<file path="src/rtl/assert_macros.svh">
// ---------------------------------------------------------------------------
// Assertion macros shared by the stack RTL
// ---------------------------------------------------------------------------
`ifndef ASSERT_MACROS_SVH
`define ASSERT_MACROS_SVH

// Clocked check, off while reset is held
`define ASSERT_CLK(label, prop, msg) \
  label: assert property (@(posedge clk) disable iff (!rst_n) prop) else $error(msg);

// Clocked check that also holds during reset
`define ASSERT_ALWAYS(label, prop, msg) \
  label: assert property (@(posedge clk) prop) else $error(msg);

`endif

</file>
<file path="src/rtl/lss_pkg.sv">
// ---------------------------------------------------------------------------
// lss_pkg
// Types and codes of the LIFO stack with sort.
// ---------------------------------------------------------------------------
package lss_pkg;

  // Command codes
  localparam logic [2:0] CMD_PUSH        = 3'd0;
  localparam logic [2:0] CMD_POP         = 3'd1;
  localparam logic [2:0] CMD_PEEK        = 3'd2;
  localparam logic [2:0] CMD_PUSH_BOTTOM = 3'd3;
  localparam logic [2:0] CMD_SORT        = 3'd4;

  // Status codes
  localparam logic [1:0] ST_OK        = 2'd0;
  localparam logic [1:0] ST_OVERFLOW  = 2'd1;
  localparam logic [1:0] ST_UNDERFLOW = 2'd2;
  localparam logic [1:0] ST_EMPTY     = 2'd3;

  localparam int WORD_W = 32;
  localparam logic signed [WORD_W-1:0] EMPTY_WORD = -32'sd1;

  // Command word
  typedef struct packed {
    logic [2:0]               cmd;
    logic signed [WORD_W-1:0] value;
  } lss_in_t;

  // Result word
  typedef struct packed {
    logic signed [WORD_W-1:0] data_out;
    logic [1:0]               status;
    logic                     is_empty;
    logic                     is_full;
    logic [7:0]               fill_count;
  } lss_out_t;

  // Completion from the sequencer
  typedef struct packed {
    logic                     valid;
    logic signed [WORD_W-1:0] data;
    logic [1:0]               status;
  } lss_done_t;

endpackage

</file>
<file path="src/rtl/lss_ram.sv">
// ---------------------------------------------------------------------------
// lss_ram
// Generic single-clock RAM: one write port, one read port, registered read.
// ---------------------------------------------------------------------------
module lss_ram #(
  parameter int WIDTH = 32,
  parameter int DEPTH = 128,
  localparam int AW = (DEPTH > 1) ? $clog2(DEPTH) : 1
) (
  input  logic             clk,
  input  logic             we,
  input  logic [AW-1:0]    waddr,
  input  logic [WIDTH-1:0] wdata,
  input  logic [AW-1:0]    raddr,
  output logic [WIDTH-1:0] rdata
);

  logic [WIDTH-1:0] mem [DEPTH];
  logic [WIDTH-1:0] rdata_r;

  // write port and registered read port
  always_ff @(posedge clk) begin
    if (we) begin
      mem[waddr] <= wdata;
    end
    rdata_r <= mem[raddr];
  end

  assign rdata = rdata_r;

endmodule

</file>
<file path="src/rtl/lss_seq.sv">
// ---------------------------------------------------------------------------
// lss_seq
// Command sequencer: keeps the occupancy, drives the entry RAM for
// push/pop/peek, the bottom-insert shift walk and the in-place insertion sort.
// ---------------------------------------------------------------------------
`include "assert_macros.svh"

module lss_seq
  import lss_pkg::*;
#(
  parameter int DEPTH = 128,
  localparam int AW = (DEPTH > 1) ? $clog2(DEPTH) : 1,
  localparam int CW = $clog2(DEPTH + 1)
) (
  input  logic              clk,
  input  logic              rst_n,
  input  logic              start,
  output logic              busy,
  input  lss_in_t           in_word,
  output logic              ram_we,
  output logic [AW-1:0]     ram_waddr,
  output logic [WORD_W-1:0] ram_wdata,
  output logic [AW-1:0]     ram_raddr,
  input  logic [WORD_W-1:0] ram_rdata,
  output lss_done_t         done,
  output logic [CW-1:0]     occ_next
);

  typedef enum logic [2:0] {
    S_IDLE, S_RDTOP, S_PBSH, S_PBFIN, S_KEY, S_CMP, S_PLACE
  } state_t;

  state_t                   state_r, state_nxt;
  logic [2:0]               cmd_r, cmd_nxt;
  logic signed [WORD_W-1:0] value_r, value_nxt;
  logic signed [WORD_W-1:0] key_r, key_nxt;
  logic [CW-1:0]            occ_r, occ_nxt;
  logic [AW-1:0]            idx_r, idx_nxt;
  logic [AW-1:0]            j_r, j_nxt;

  logic                     full, empty;
  logic [AW-1:0]            top_addr;
  logic [CW-1:0]            idx_plus;
  logic signed [WORD_W-1:0] rd_s;

  assign full     = (occ_r == CW'(DEPTH));
  assign empty    = (occ_r == '0);
  assign top_addr = AW'(occ_r - CW'(1));
  assign idx_plus = CW'(idx_r) + CW'(1);
  assign rd_s     = $signed(ram_rdata);
  assign busy     = (state_r != S_IDLE);
  assign occ_next = occ_nxt;

  // next state, RAM control and completion
  always_comb begin
    state_nxt = state_r;
    cmd_nxt   = cmd_r;
    value_nxt = value_r;
    key_nxt   = key_r;
    occ_nxt   = occ_r;
    idx_nxt   = idx_r;
    j_nxt     = j_r;
    ram_we    = 1'b0;
    ram_waddr = '0;
    ram_wdata = '0;
    ram_raddr = '0;
    done      = '{valid: 1'b0, data: '0, status: ST_OK};

    unique case (state_r)
      S_IDLE: begin
        if (start) begin
          cmd_nxt   = in_word.cmd;
          value_nxt = in_word.value;
          unique case (in_word.cmd)
            CMD_PUSH: begin
              done.valid = 1'b1;
              if (full) begin
                done.status = ST_OVERFLOW;
              end else begin
                ram_we    = 1'b1;
                ram_waddr = AW'(occ_r);
                ram_wdata = in_word.value;
                occ_nxt   = occ_r + CW'(1);
              end
            end
            CMD_POP, CMD_PEEK: begin
              if (empty) begin
                done.valid  = 1'b1;
                done.data   = EMPTY_WORD;
                done.status = (in_word.cmd == CMD_POP) ? ST_UNDERFLOW : ST_EMPTY;
              end else begin
                ram_raddr = top_addr;
                state_nxt = S_RDTOP;
              end
            end
            CMD_PUSH_BOTTOM: begin
              if (full) begin
                done.valid  = 1'b1;
                done.status = ST_OVERFLOW;
              end else if (empty) begin
                done.valid = 1'b1;
                ram_we     = 1'b1;
                ram_waddr  = '0;
                ram_wdata  = in_word.value;
                occ_nxt    = occ_r + CW'(1);
              end else begin
                ram_raddr = top_addr;
                idx_nxt   = top_addr;
                state_nxt = S_PBSH;
              end
            end
            CMD_SORT: begin
              if (occ_r < CW'(2)) begin
                done.valid = 1'b1;
              end else begin
                ram_raddr = AW'(1);
                idx_nxt   = AW'(1);
                state_nxt = S_KEY;
              end
            end
            default: begin
              done.valid = 1'b1;
            end
          endcase
        end
      end

      // top word arrives from the RAM
      S_RDTOP: begin
        done.valid = 1'b1;
        done.data  = rd_s;
        if (cmd_r == CMD_POP) begin
          occ_nxt = occ_r - CW'(1);
        end
        state_nxt = S_IDLE;
      end

      // shift walk: move entry idx up one place, fetch the one below
      S_PBSH: begin
        ram_we    = 1'b1;
        ram_waddr = idx_r + AW'(1);
        ram_wdata = ram_rdata;
        if (idx_r == '0) begin
          state_nxt = S_PBFIN;
        end else begin
          ram_raddr = idx_r - AW'(1);
          idx_nxt   = idx_r - AW'(1);
        end
      end

      // new word lands at the bottom
      S_PBFIN: begin
        ram_we     = 1'b1;
        ram_waddr  = '0;
        ram_wdata  = value_r;
        occ_nxt    = occ_r + CW'(1);
        done.valid = 1'b1;
        state_nxt  = S_IDLE;
      end

      // sort: latch key, fetch its lower neighbor
      S_KEY: begin
        key_nxt   = rd_s;
        j_nxt     = idx_r;
        ram_raddr = idx_r - AW'(1);
        state_nxt = S_CMP;
      end

      // sort: neighbor smaller than key moves up, else key settles at j
      S_CMP: begin
        ram_we = 1'b1;
        if (rd_s < key_r) begin
          ram_waddr = j_r;
          ram_wdata = ram_rdata;
          j_nxt     = j_r - AW'(1);
          if (j_r == AW'(1)) begin
            state_nxt = S_PLACE;
          end else begin
            ram_raddr = j_r - AW'(2);
          end
        end else begin
          ram_waddr = j_r;
          ram_wdata = key_r;
          if (idx_plus < occ_r) begin
            ram_raddr = AW'(idx_plus);
            idx_nxt   = AW'(idx_plus);
            state_nxt = S_KEY;
          end else begin
            done.valid = 1'b1;
            state_nxt  = S_IDLE;
          end
        end
      end

      // sort: key goes to the bottom
      S_PLACE: begin
        ram_we    = 1'b1;
        ram_waddr = '0;
        ram_wdata = key_r;
        if (idx_plus < occ_r) begin
          ram_raddr = AW'(idx_plus);
          idx_nxt   = AW'(idx_plus);
          state_nxt = S_KEY;
        end else begin
          done.valid = 1'b1;
          state_nxt  = S_IDLE;
        end
      end

      default: begin
        state_nxt = S_IDLE;
      end
    endcase
  end

  // state and working registers
  always_ff @(posedge clk) begin
    if (!rst_n) begin
      state_r <= S_IDLE;
      occ_r   <= '0;
    end else begin
      state_r <= state_nxt;
      occ_r   <= occ_nxt;
    end
    cmd_r   <= cmd_nxt;
    value_r <= value_nxt;
    key_r   <= key_nxt;
    idx_r   <= idx_nxt;
    j_r     <= j_nxt;
  end

  // checks
  `ASSERT_CLK(a_occ_bound, occ_r <= CW'(DEPTH), "occupancy above DEPTH")
  `ASSERT_CLK(a_wr_in_range, ram_we |-> (CW'(ram_waddr) <= occ_r), "write beyond top of stack")
  `ASSERT_CLK(a_rdtop_nonempty, (state_r == S_RDTOP) |-> !empty, "top read on empty stack")
  `ASSERT_CLK(a_done_to_idle, (done.valid && busy) |=> (state_r == S_IDLE), "walk did not end")

endmodule

</file>
<file path="src/rtl/lifo_stack_with_sort.sv">
// ---------------------------------------------------------------------------
// lifo_stack_with_sort
// Bounded LIFO stack of signed 32-bit words with push-bottom and sort.
// ---------------------------------------------------------------------------
// Channel   Ports                       Handshake
// command   start, busy, in_word        taken when start & !busy
// result    out_valid, out_word         one word per command, one-cycle strobe
//
// Completed in the idle state: push, unknown commands, overflow, pop/peek
// on an empty stack, push-bottom onto an empty stack and sort of fewer
// than two entries. Pop and peek otherwise: the top word comes back from
// the registered RAM read in S_RDTOP. Push-bottom otherwise: shift walk in
// S_PBSH, one entry moved per cycle, then the new word lands in S_PBFIN.
// Sort: insertion sort in the RAM (S_KEY, S_CMP, S_PLACE); busy stays high throughout.
// The result strobe is registered and rises in the cycle after the last cycle of a command.
// Synchronous reset empties the stack; no RAM clearing pass is needed.
// ---------------------------------------------------------------------------
`include "assert_macros.svh"

module lifo_stack_with_sort
  import lss_pkg::*;
#(
  parameter int DEPTH = 128
) (
  input  logic     clk,
  input  logic     rst_n,
  input  logic     start,
  output logic     busy,
  input  lss_in_t  in_word,
  output logic     out_valid,
  output lss_out_t out_word
);

  localparam int AW = (DEPTH > 1) ? $clog2(DEPTH) : 1;
  localparam int CW = $clog2(DEPTH + 1);

  logic              ram_we;
  logic [AW-1:0]     ram_waddr;
  logic [WORD_W-1:0] ram_wdata;
  logic [AW-1:0]     ram_raddr;
  logic [WORD_W-1:0] ram_rdata;
  lss_done_t         done;
  logic [CW-1:0]     occ_next;
  logic              out_valid_r;
  lss_out_t          out_word_r;

  lss_seq #(.DEPTH(DEPTH)) u_seq (
    .clk       (clk),
    .rst_n     (rst_n),
    .start     (start),
    .busy      (busy),
    .in_word   (in_word),
    .ram_we    (ram_we),
    .ram_waddr (ram_waddr),
    .ram_wdata (ram_wdata),
    .ram_raddr (ram_raddr),
    .ram_rdata (ram_rdata),
    .done      (done),
    .occ_next  (occ_next)
  );

  lss_ram #(.WIDTH(WORD_W), .DEPTH(DEPTH)) u_ram (
    .clk   (clk),
    .we    (ram_we),
    .waddr (ram_waddr),
    .wdata (ram_wdata),
    .raddr (ram_raddr),
    .rdata (ram_rdata)
  );

  // result strobe
  always_ff @(posedge clk) begin
    if (!rst_n) begin
      out_valid_r <= 1'b0;
    end else begin
      out_valid_r <= done.valid;
    end
  end

  // result word with fill flags
  always_ff @(posedge clk) begin
    out_word_r.data_out   <= done.data;
    out_word_r.status     <= done.status;
    out_word_r.is_empty   <= (occ_next == '0);
    out_word_r.is_full    <= (occ_next == CW'(DEPTH));
    out_word_r.fill_count <= 8'(occ_next);
  end

  assign out_valid = out_valid_r;
  assign out_word  = out_word_r;

  `ASSERT_CLK(a_out_has_cause, out_valid |-> $past(start || busy), "result word without command")

endmodule

</file>
<file path="config.mk">
export PLATFORM = sky130hd
export DESIGN_NAME = lifo_stack_with_sort
export DESIGN_NICKNAME = d
export VERILOG_FILES = /design/src/rtl/lss_pkg.sv /design/src/rtl/lss_ram.sv /design/src/rtl/lss_seq.sv /design/src/rtl/lifo_stack_with_sort.sv
export VERILOG_INCLUDE_DIRS = /design/src /design/src/rtl
export SDC_FILE = /design/constraint.sdc
export NUM_CORES = 2
export LEC_CHECK = 0
export BUFFER_PORTS_ARGS = -buffer_cell sky130_fd_sc_hd__buf_4
export CAP_MARGIN = 0
export CORE_ASPECT_RATIO = 0.6
export CORE_UTILIZATION = 40
export CTS_CLUSTER_SIZE = 16
export DETAILED_ROUTE_END_ITERATION = 8
export GPL_TIMING_DRIVEN = 0
export PLACE_DENSITY = 0.67
export SYNTH_ARGS = -nofsm -noshare
export SYNTH_HDL_FRONTEND = slang
export SYNTH_HIERARCHICAL = 1
export SYNTH_SLANG_ARGS = --single-unit
</file>
<file path="constraint.sdc">
create_clock -name clk -period 9.1 [get_ports clk]
set_input_delay 2.275 -clock clk [delete_from_list [all_inputs] [get_ports clk]]
set_output_delay 2.275 -clock clk [all_outputs]
set_load 0.02 [all_outputs]
</file>
* Word-level counts from Yosys, hierarchy flattened
Memory sizes are Yosys's and may differ from the RTL's. A register that Yosys moved wholly into a read port is not among the register bits.
Index checks and enable logic that the tools add are counted.
** Word-level totals
- Bits in registers :: 137
- Memory bits (writable) :: 4096
- Input bits :: 38
- Output and inout bits :: 46
- Logic and storage cells :: 137
- Memories kept :: 1
** Cells by class
- $add $sub $neg :: 7
- Magnitude comparators :: 3
- Equality and inequality tests :: 26
- Multiplexer cells :: 71
- Reductions and logical operators :: 16
** Memory list
- u_ram.mem :: words 128, bits a word 32, read ports 1, clocked after memory_dff 1, write ports 1, RTL line lss_ram.sv:18 : logic [WIDTH-1:0] mem [DEPTH];
** Operator list (count)
- $mux W32 :: 6
- $pmux W32 S5 :: 1
- $pmux W32 S2 :: 2
- $mux W7 :: 18
- $mux W35 :: 2
- $pmux W7 S3 :: 2
- $mux W8 :: 5
- $pmux W7 S5 :: 1
- $lt A32 B32 Y1 :: 1
- $pmux W7 S2 :: 2
- $pmux W7 S4 :: 1
- $mux W3 :: 9
- $pmux W8 S3 :: 1
- $ne A3 B3 Y1 const B :: 6
- $eq A8 B8 Y1 const B :: 2
- $logic_not A8 Y1 :: 2
- $pmux W8 S2 :: 1
- $reduce_and A8 Y1 :: 2
- $pmux W3 S5 :: 1
- $sub A7 B1 Y7 const B :: 2
- $mux W1 :: 13
- $eq A3 B2 Y1 const B :: 4
- $eq A3 B3 Y1 const B :: 4
- $eq A3 B1 Y1 const B :: 3
- 24 further kinds :: 32

* Depth between registers and ports, before layout
- Depth after elaboration :: 8
- Mapped depth :: 19
- Depth with buffers taken out :: 14

* By module
The synthesis kept the hierarchy.
** Modules (own cells, without submodules)
- lss_ram :: instances 1, cells each 5990, area each 156276.1 um2, sequential area each 123638.6 um2
- lss_seq :: instances 1, cells each 833, area each 7352.1 um2, sequential area each 2652.5 um2
- lifo_stack_with_sort :: instances 1, cells each 51, area each 948.4 um2, sequential area each 900.9 um2

* Least setup slack after synthesis
Ideal clock, no wire load.
- Path kind :: input-to-reg
- From :: input port start
- To :: memory u_ram.mem[82][0] (enable)
- Setup time :: 461 ps
- Arrival time :: 8498 ps
- Required time :: 8639 ps
- Path slack :: 141 ps
- Stages on the path :: 7
- Path buffers :: 0
- Cells stage by stage :: nor4b_2 nand2_1 nor3_1 a221o_1 nor2b_1 nand3_1 nor3_1
** On the way
- Elaborated cells between the ends (all ways) :: 6
- Classes of those cells :: mux: 6
** RTL lines
- start, declared :: RTL line lifo_stack_with_sort.sv:27 : input logic start,
- $mux W7 :: RTL line lss_seq.sv:71 : if (start) begin
- $pmux W7 S3 :: RTL line lss_seq.sv:69 : unique case (state_r)
- net ram_waddr[4] :: RTL line lifo_stack_with_sort.sv:38 : logic [AW-1:0] ram_waddr;
- end, declared :: RTL line lss_ram.sv:18
The timed path passes the listed nets, and every way through them passes these cells.

* Final worst setup path
- From :: input port start
- To :: register u_ram.rdata_r[16], in the netlist u_ram/rdata[16], read port of u_ram.mem
** On the way
- Cells in the longest elaborated chain, start to end :: 2
** RTL lines
- $mux W7 :: RTL line lss_seq.sv:71
- $pmux W7 S5 :: RTL line lss_seq.sv:69
- net ram_raddr[2] :: RTL line lifo_stack_with_sort.sv:40 : logic [AW-1:0] ram_raddr;
- end, declared :: RTL line lss_ram.sv:19 : logic [WIDTH-1:0] rdata_r;
The timed path passes the listed nets, and every way through them passes these cells.
A chain may end at the register's enable or synchronous reset.

==> results.yml <==
die:
  fp-row-count: 182
  core_area_mm2: 0.410
  dieArea_mm2: 0.414
  fp.dieW_um: 830
  io-pin-count: 84
  start_util: 0.402
  dieHeight_um: 499
setup_path:
  crit_type: "in -> reg"
  cp.arrival_ns: 9.63
  rrSetupSlack_ns: 0.63
  worstSetupEndpointType: "flip-flop"
  r2r-start: "u_seq/idx_r[0]$_DFFE_PP_"
  critical_path.startpoint: "start"
  crit_required_ns: 9.88
  start_kind: "input pin"
  cp_max_fo: 14
sta:
  slew_headroom: -0.0396
  drv_slew: 32
  fin_crit_ns: 8.85
  finalSetupViolations: 0
  fmax_mhz: 113
  rsz0062_at_grt: "no"
  skew_ns: 0.0583
  period_share: 0.973
  tightest_slew_ns: 1.56
  whs_ns: 0.556
  hold_viol_final: 0
  fin_ws_ns: 0.250
synth:
  synth.distinct_cells: 71
  synth_top_cells_by_count: "edfxtp_1 (4177), mux4_2 (1344), clkbuf_1 (232), nor2_1 (156), nand2_1 (135)"
  syn_area_per_cell_um2: 23.9
  synth_area_mm2: 0.165
  ys.flop_type: "edfxtp_1"
  yosys_warnings: 6
  async_reset_ff_frac: 0
  synth-edff-count: 4177
  ys_ff_latch: 4265
  synthCells: 6874
  yosysSeqAreaShare: 0.773
  synth_top_area_share: 0.762
  synth.most_common_cell: "edfxtp_1"
  post-synth-top-area-cell: "edfxtp_1"
  synthTopCellsByArea: "edfxtp_1 (76%), mux4_2 (18%), dfxtp_1 (1.1%)"
  syn-num-nets: 6961
power:
  leakage_nw: 59.2
  peakVddDrop_mv: 0.178
  powerDensity_mw_per_mm2: 211
clocking:
  clockBufferDepth: 4
  post_cts_resized: 0
  htree_levels: 5
  cts_buffers: 358
  cts_setup_buffers: 0
  holdBufCountCts: 0
  clk_pin_slew_ns: 0.07
  tritoncts: "done"
  clock-root-buffer: "clkbuf_16"
  clkLatencyLatePin_ns: 0.93
  cts.sinks: 4265
run:
  max_cap_violations: 4
route:
  finalWirelength_um: 479000
  post_drt_wl_per_cell_um: 35.6
  vias: 83404
  vias_per_cell: 6.21
  drtIter0Drc: 14838
  drc: 2
  first_pass_iters: 9
  antenna_left: 0
placement:
  io_buffer_count: 83
  dp_hpwl_um: 342000
  dp.cells: 12729
  pre_cts_ws_ns: -0.486
  globalplace.congestion: 0.902
global_routing:
  grt_start_max_net_pins: 97
  grt_pass1_wl_um: 649000
  grt_util_all_layers: 0.226
  grt_pass1_vias: 79188
  grt-ovfl-total: 0
  antenna_found_initial: 104
layout:
  drive_gt1_frac: 0.324
  multiInputGateArea_mm2: 0.0366
  fin_util: 0.467
  nNetsFinal: 7748
  fillerInstances: 32362
  regArea_mm2: 0.127
  final_cell_count_no_fill: 13431
  area_delta_synth_final_pct: 16.3
hold_path:
  min-delay-start: "u_ram/rdata[10]$_DFF_P_"
  hp-class: "reg -> reg"
status:
  violations: "DRC, capacitance limit, slew limit"
  status: "finished with violations"
sequential cells by signal, summed over array words and instances (netlist names):
signal	cells
out_valid	1
out_word	44
u_ram/mem	4096
u_ram/rdata	32
u_seq/cmd_r	3
u_seq/idx_r	7
u_seq/j_r	7
u_seq/key_r	32
u_seq/occ_r	8
u_seq/state_r	3
u_seq/value_r	32
layout make-up:
cell class,instances,area share
Sequential cell,4265,0.665
Clock inverter,206,0.0106
Timing Repair Buffer,427,0.0388
Buffer,376,0.00843
Multi-Input combinational cell,2173,0.191
Clock buffer,440,0.0491
Tap cell,5428,0.0355
Inverter,60,0.00118
Antenna cell,56,0.000732
kinds of logic after synthesis:
group | synth area share
flip-flops | 0.773
XOR/XNOR | 0.00133
multiplexers | 0.186
AO/OA/AOI/OAI | 0.00968
adder cells (fa/ha/maj) | 0.00379
AND/OR/NAND/NOR | 0.0150
buffers and inverters | 0.0109
power breakdown:
group / switching [mW] / internal (mW)
logic: 1.97 / 1.12
registers: 0.118 / 21.6
clock network: 7.08 / 8.42
total: 9.16 / 31.2
layout by cell type, fill, tap and decap left out, types with 60 or more instances in the layout:
master,netlist,final
clkbuf_1,232,276
buf_8,0,133
nand3_1,62,62
mux4_2,1344,1344
buf_4,5,92
buf_2,83,87
edfxtp_1,4177,4177
clkbuf_16,0,362
dfxtp_1,88,88
buf_16,0,111
nor2_4,0,120
clkinv_1,1,74
clkinv_2,0,60
nand2_1,135,135
buf_12,0,72
final timing paths:
check / cells after the start / endpoint
setup reg to reg: 18 / u_ram/rdata[16]$_DFF_P_
hold reg to reg: 2 / out_word[22]$_DFF_P_
hold / removal: 2 / out_word[22]$_DFF_P_
setup / recovery: 16 / u_ram/rdata[16]$_DFF_P_
worst max-delay path, stage by stage:
cell and delay [ns]:
buf_4 0.10, nor4b_4 0.85, nand2_1 0.31, a211oi_1 0.49
nand2_1 0.26, o22ai_1 0.35, a41oi_1 0.13, nand3_1 0.13
clkbuf_1 0.29, buf_2 0.59, clkbuf_2 0.78, buf_1 0.79
mux4_2 0.42, mux4_2 0.67, mux4_2 0.69, mux2_2 0.39
through the flow:
| stage | total power, mW | setup TNS (ns) | cell area [um^2] |
|---|---|---|---|
| after floorplan | 23.7 | 0 | 165000 |
| after global placement | 25.0 | - | 172000 |
| after detailed placement | 25.1 | -8.62 | 180000 |
| after CTS | 40.3 | 0 | 191000 |
| after global routing | 41.2 | 0 | 191000 |
| final | 40.3 | 0 | 191000 |
layer usage:
metal,up-vias,GRT usage,wire length [um]
met4,100,0.0624,14700
met3,784,0.130,93200
met5,-,0.00783,1180
met1,44737,0.330,185000
met2,6410,0.283,185000
li1,31373,-,-
(Power assumes the default switching activity.)
